$ cat src/rtl/core/vec4_normalize_assert.svh
// Assertion macros used by the vector normalization top level
`ifndef VEC4_NORMALIZE_ASSERT_SVH
`define VEC4_NORMALIZE_ASSERT_SVH

// Same-cycle implication, sampled on clk, off during reset
`define V4N_ASSERT_NOW(lbl, ante, cons, msg) \
  lbl: assert property (@(posedge clk) disable iff (!rst_n) (ante) |-> (cons)) else $error(msg);

// Next-cycle implication, sampled on clk, off during reset
`define V4N_ASSERT_NEXT(lbl, ante, cons, msg) \
  lbl: assert property (@(posedge clk) disable iff (!rst_n) (ante) |=> (cons)) else $error(msg);

`endif

$ cat src/rtl/core/v4n_sqrt_cell.sv
// One restoring square-root step: resolves one root bit per cycle while en is high
`default_nettype none
module v4n_sqrt_cell #(
  parameter int RW     = 17,
  parameter int SIDE_W = 1
) (
  input  logic              clk,
  input  logic              en,
  input  logic [2*RW-1:0]   rad_i,
  input  logic [RW:0]       rem_i,
  input  logic [RW-1:0]     root_i,
  input  logic [SIDE_W-1:0] side_i,
  output logic [2*RW-1:0]   rad_o,
  output logic [RW:0]       rem_o,
  output logic [RW-1:0]     root_o,
  output logic [SIDE_W-1:0] side_o
);
  logic [RW+2:0] part;
  logic [RW+2:0] trial;
  logic [RW+2:0] diff;
  logic          fits;
  logic [2*RW-1:0]   rad_r;
  logic [RW:0]       rem_r;
  logic [RW-1:0]     root_r;
  logic [SIDE_W-1:0] side_r;

  // bring down the next two radicand bits and try root*4+1
  assign part  = {rem_i, rad_i[2*RW-1 -: 2]};
  assign trial = {1'b0, root_i, 2'b01};
  assign fits  = (part >= trial);
  assign diff  = part - trial;

  // advance one step
  always_ff @(posedge clk) begin
    if (en) begin
      rad_r  <= {rad_i[2*RW-3:0], 2'b00};
      rem_r  <= fits ? diff[RW:0] : part[RW:0];
      root_r <= {root_i[RW-2:0], fits};
      side_r <= side_i;
    end
  end

  assign rad_o  = rad_r;
  assign rem_o  = rem_r;
  assign root_o = root_r;
  assign side_o = side_r;
endmodule
`default_nettype wire

$ cat config.mk
export PLATFORM = sky130hd
export DESIGN_NAME = v4n_sqrt_cell
export DESIGN_NICKNAME = d
export VERILOG_FILES = /design/src/rtl/core/vec4_normalize_assert.svh /design/src/rtl/core/v4n_sqrt_cell.sv
export SDC_FILE = /design/constraint.sdc
export NUM_CORES = 1
export LEC_CHECK = 0
export ABC_CLOCK_PERIOD_IN_PS = 4420
export BUFFER_PORTS_ARGS = -buffer_cell sky130_fd_sc_hd__buf_4
export CAP_MARGIN = 20
export CORE_MARGIN = 5
export CORE_UTILIZATION = 51
export DETAILED_ROUTE_END_ITERATION = 8
export GPL_TIMING_DRIVEN = 0
export PLACE_DENSITY_LB_ADDON = 0.15
export SLEW_MARGIN = 10
export SYNTH_ARGS = -nofsm -noshare
export SYNTH_HDL_FRONTEND = slang
export SYNTH_SLANG_ARGS = --single-unit
$ cat constraint.sdc
create_clock -name clk -period 4.42 [get_ports clk]
set_input_delay 0.221 -clock clk [delete_from_list [all_inputs] [get_ports clk]]
set_output_delay 0.221 -clock clk [all_outputs]
set_load 0.03 [all_outputs]
==> qor.csv <==
stage,metric,value,unit
run,maximum capacitance violations,0,
synthesis,total of warnings raised by yosys,0,
detailed_routing,Post-DRT Antenna Nets,0,
placed_design,Placed Instance Area,0.004446,mm2
synthesis,"area leader, netlist",edfxtp_1,
placed_design,I/O Buffers,139,
global_route,largest net degree at the start of global routing,69,
detailed_routing,vias per cell,5.221,
detailed_routing,First DRT Iteration DRCs,103,
layout,Syn-to-layout area delta,41.91,%
detailed_routing,WL/cell,16.31,um
clock_tree,"Hold-fix buffers, CTS",0,
critical_path,critical path data required time,4510,ps
detailed_routing,drc violations,0,
clock_tree,CTS H-tree lvls,3,
layout,share of cells above drive strength 1,0.4486,
sta,max-slew violation count,0,
synthesis,synthesized area per cell,13.59,um2
min_path,HP Class,in -> reg,
global_route,vias in the first global route,2500,
synthesis,Netlist Area Pre-Place,0.003302,mm2
sta,Setup TNS Final,0,ps
layout,number of inserted diodes,0,
synthesis,Post-synth ARST share,0,
clock_tree,CTS Root Cell,clkbuf_8,
detailed_routing,DRT Pass-1 Iters,4,
synthesis,sequential fraction of the synthesis area,0.6184,
synthesis,synthesized flop and latch total,68,
placed_design,HPWL after DPL,5923,um
clock_tree,Clock Pin Slew Worst Setup and Hold Paths,80,ps
synthesis,Synth Instances,243,
critical_path,Worst setup EP type,flip-flop,
sta,final period utilization,0.5084,
clock_tree,post-CTS setup buffer count,0,
floorplanning,placement row count,29,
critical_path,"Arr. time, crit path",2330,ps
sta,unrepaired setup endpoints after global routing,false,
synthesis,ys flop type,edfxtp_1,
critical_path,CP cell instances,"buf_4, inv_1, ha_1, o211ai_1, a21oi_2, o21ai_2, o2111a_2, or2_1, buf_6, buf_12, mux2_4",
floorplanning,Top-Level Pins,142,
clock_tree,total number of clock tree sinks,68,
clock_tree,CTS max path bufs,2,
pwr,PD cells,411.0,mW/mm2
floorplanning,DIE WIDTH,90.47,um
sta,FMAX,445.1,MHz
detailed_routing,WL final,7765,um
sta,Final min period,2247,ps
critical_path,"critical path fanouts, max",10,
layout,final instance area,0.004686,mm2
clock_tree,Num CTS Buffers,9,
sta,worst-margin pin slew,857.2,ps
placed_design,Final GP Congestion,0.8401,
pwr,Leakage,2.075,nW
status,status,"complete, no violations",
synthesis,largest cells by area after synthesis,"edfxtp_1 62%, ha_1 7.2%, mux2_2 3.1%, inv_1 2.5%, a21oi_1 2.4%",
detailed_routing,DR vias,2485,
global_route,"Remaining Overflow, GRT",0,
sta,setup violators final,0,
synthesis,"EDFF count, synth",68,
layout,Nets,485,
global_route,first-pass GRT wire length,12610,um
layout,"Core Util, Final",0.7422,
synthesis,Yosys cell types,46,
floorplanning,initial core utilization,0.5230,
global_route,Tot GR Track Use,0.1906,
sta,final hold violation count,0,
critical_path,"slowest stage delay, CP",380,ps
floorplanning,Die ar.,0.008184,mm2
clock_tree,CTS tree,yes,
pwr,worst vdd ir,261.6,uV
floorplanning,DIE HEIGHT,90.47,um
critical_path,critical path's slowest cell,ha_1,
clock_tree,CTS resizes,0,
synthesis,top-area cell type share of the netlist area,0.6184,
floorplanning,core box area,0.006314,mm2
critical_path,crit start category,primary input,
global_route,initial antenna violation count,0,
critical_path,WS Path Type,in -> reg,
sta,Slew HR,0.4285,
[critical path, delay by kind of cell]
family	cells	cell delay (ps)
muxes	1	280
buffers and inverters	4	420
and+or+nand+nor	1	250
adders and majority gates	1	380
AOI/OAI and AO/OA	4	790
[layer usage]
layer / up-vias / GRT usage / wire length [um]
li1: 1207 / - / -
met4: 0 / 0.05459 / 81
met3: 12 / 0.06250 / 649
met1: 1149 / 0.2454 / 3292
met2: 117 / 0.3069 / 3742
met5: - / 0 / 0
[final timing paths]
kind | slack [ps] | startpoint | depth (start not counted) | endpoint
worst min-delay path | 50 | rad_i[28] | 1 | rad_o[30]
worst max-delay path | 2170 | root_i[3] | 11 | rem_o[11]
[where the power goes]
| group | switching, mW | internal (mW) |
|---|---|---|
| combinational | 0.285 | 0.214 |
| clock | 0.242 | 0.376 |
| sequential | 0.0188 | 0.789 |
[logic make-up (layout without fill, tap and decap cells)]
group	Yosys count	in the layout	synth area share
fa+ha+maj	19	19	0.07200
compound gates	57	57	0.1148
other cells	1	2	0.001136
mux	13	13	0.04737
simple gates	45	45	0.07238
buf+inv	28	183	0.04206
flops	68	68	0.6184
xor+xnor	12	12	0.03183
[layout make-up]
class	count	area, um2
buffer	6	56.30
clock buffer	10	127.6
clock inverter	6	112.6
fill	432	1628
inverter	22	82.58
multi-input combinational	148	1125
sequential	68	2042
tap	77	96.34
timing repair buffer	139	1044
[stage by stage]
step / power, mW / cells / hold slack (ps) / setup WS (ps)
2_1_floorplan: 1.128 / 244 / 319.9 / 2098
3_3_place_gp: 1.311 / 460 / 399.4 / 1853
3_5_place_dp: 1.324 / 460 / 400.6 / 1812
4_1_cts: 1.942 / 476 / 40.92 / 2155
5_1_grt: 2.015 / 476 / 34.76 / 2019
6_report: 1.926 / 476 / 50.84 / 2173
[registers in the layout, indices dropped and copies added (netlist names)]
name    count
rem_o      18
side_o      1
rad_o      32
root_o     17
[layout by cell type (no fill, tap or decap), drive strengths merged]
cell,instances
buf,144
xnor2,7
nand2,11
o41ai,1
or2,2
conb,2
nand4b,1
nand4,2
a41oi,1
o21a,4
nor3,6
or3,1
mux2,12
nand3,4
inv,22
nand2b,4
and3b,1
edfxtp,68
o211ai,4
o21ai,17
mux2i,1
a31oi,2
clkbuf,11
and3,1
bufinv,3
o31ai,3
nor3b,1
a311oi,1
clkinv,3
ha,19
a211oi,2
nor2,8
a21oi,17
o2111a,1
a2111o,1
a21o,3
xor2,5
nor2b,3
[cells in the mapped netlist, types with 5 or more instances]
library cell  number
mux2_2             9
edfxtp_1          68
xor2_1             5
nand2_1           11
xnor2_1            7
ha_1              19
nor3_1             5
nor2_1             8
o21ai_0           15
a21oi_1           16
inv_1             22
(Power assumes the default switching activity.)
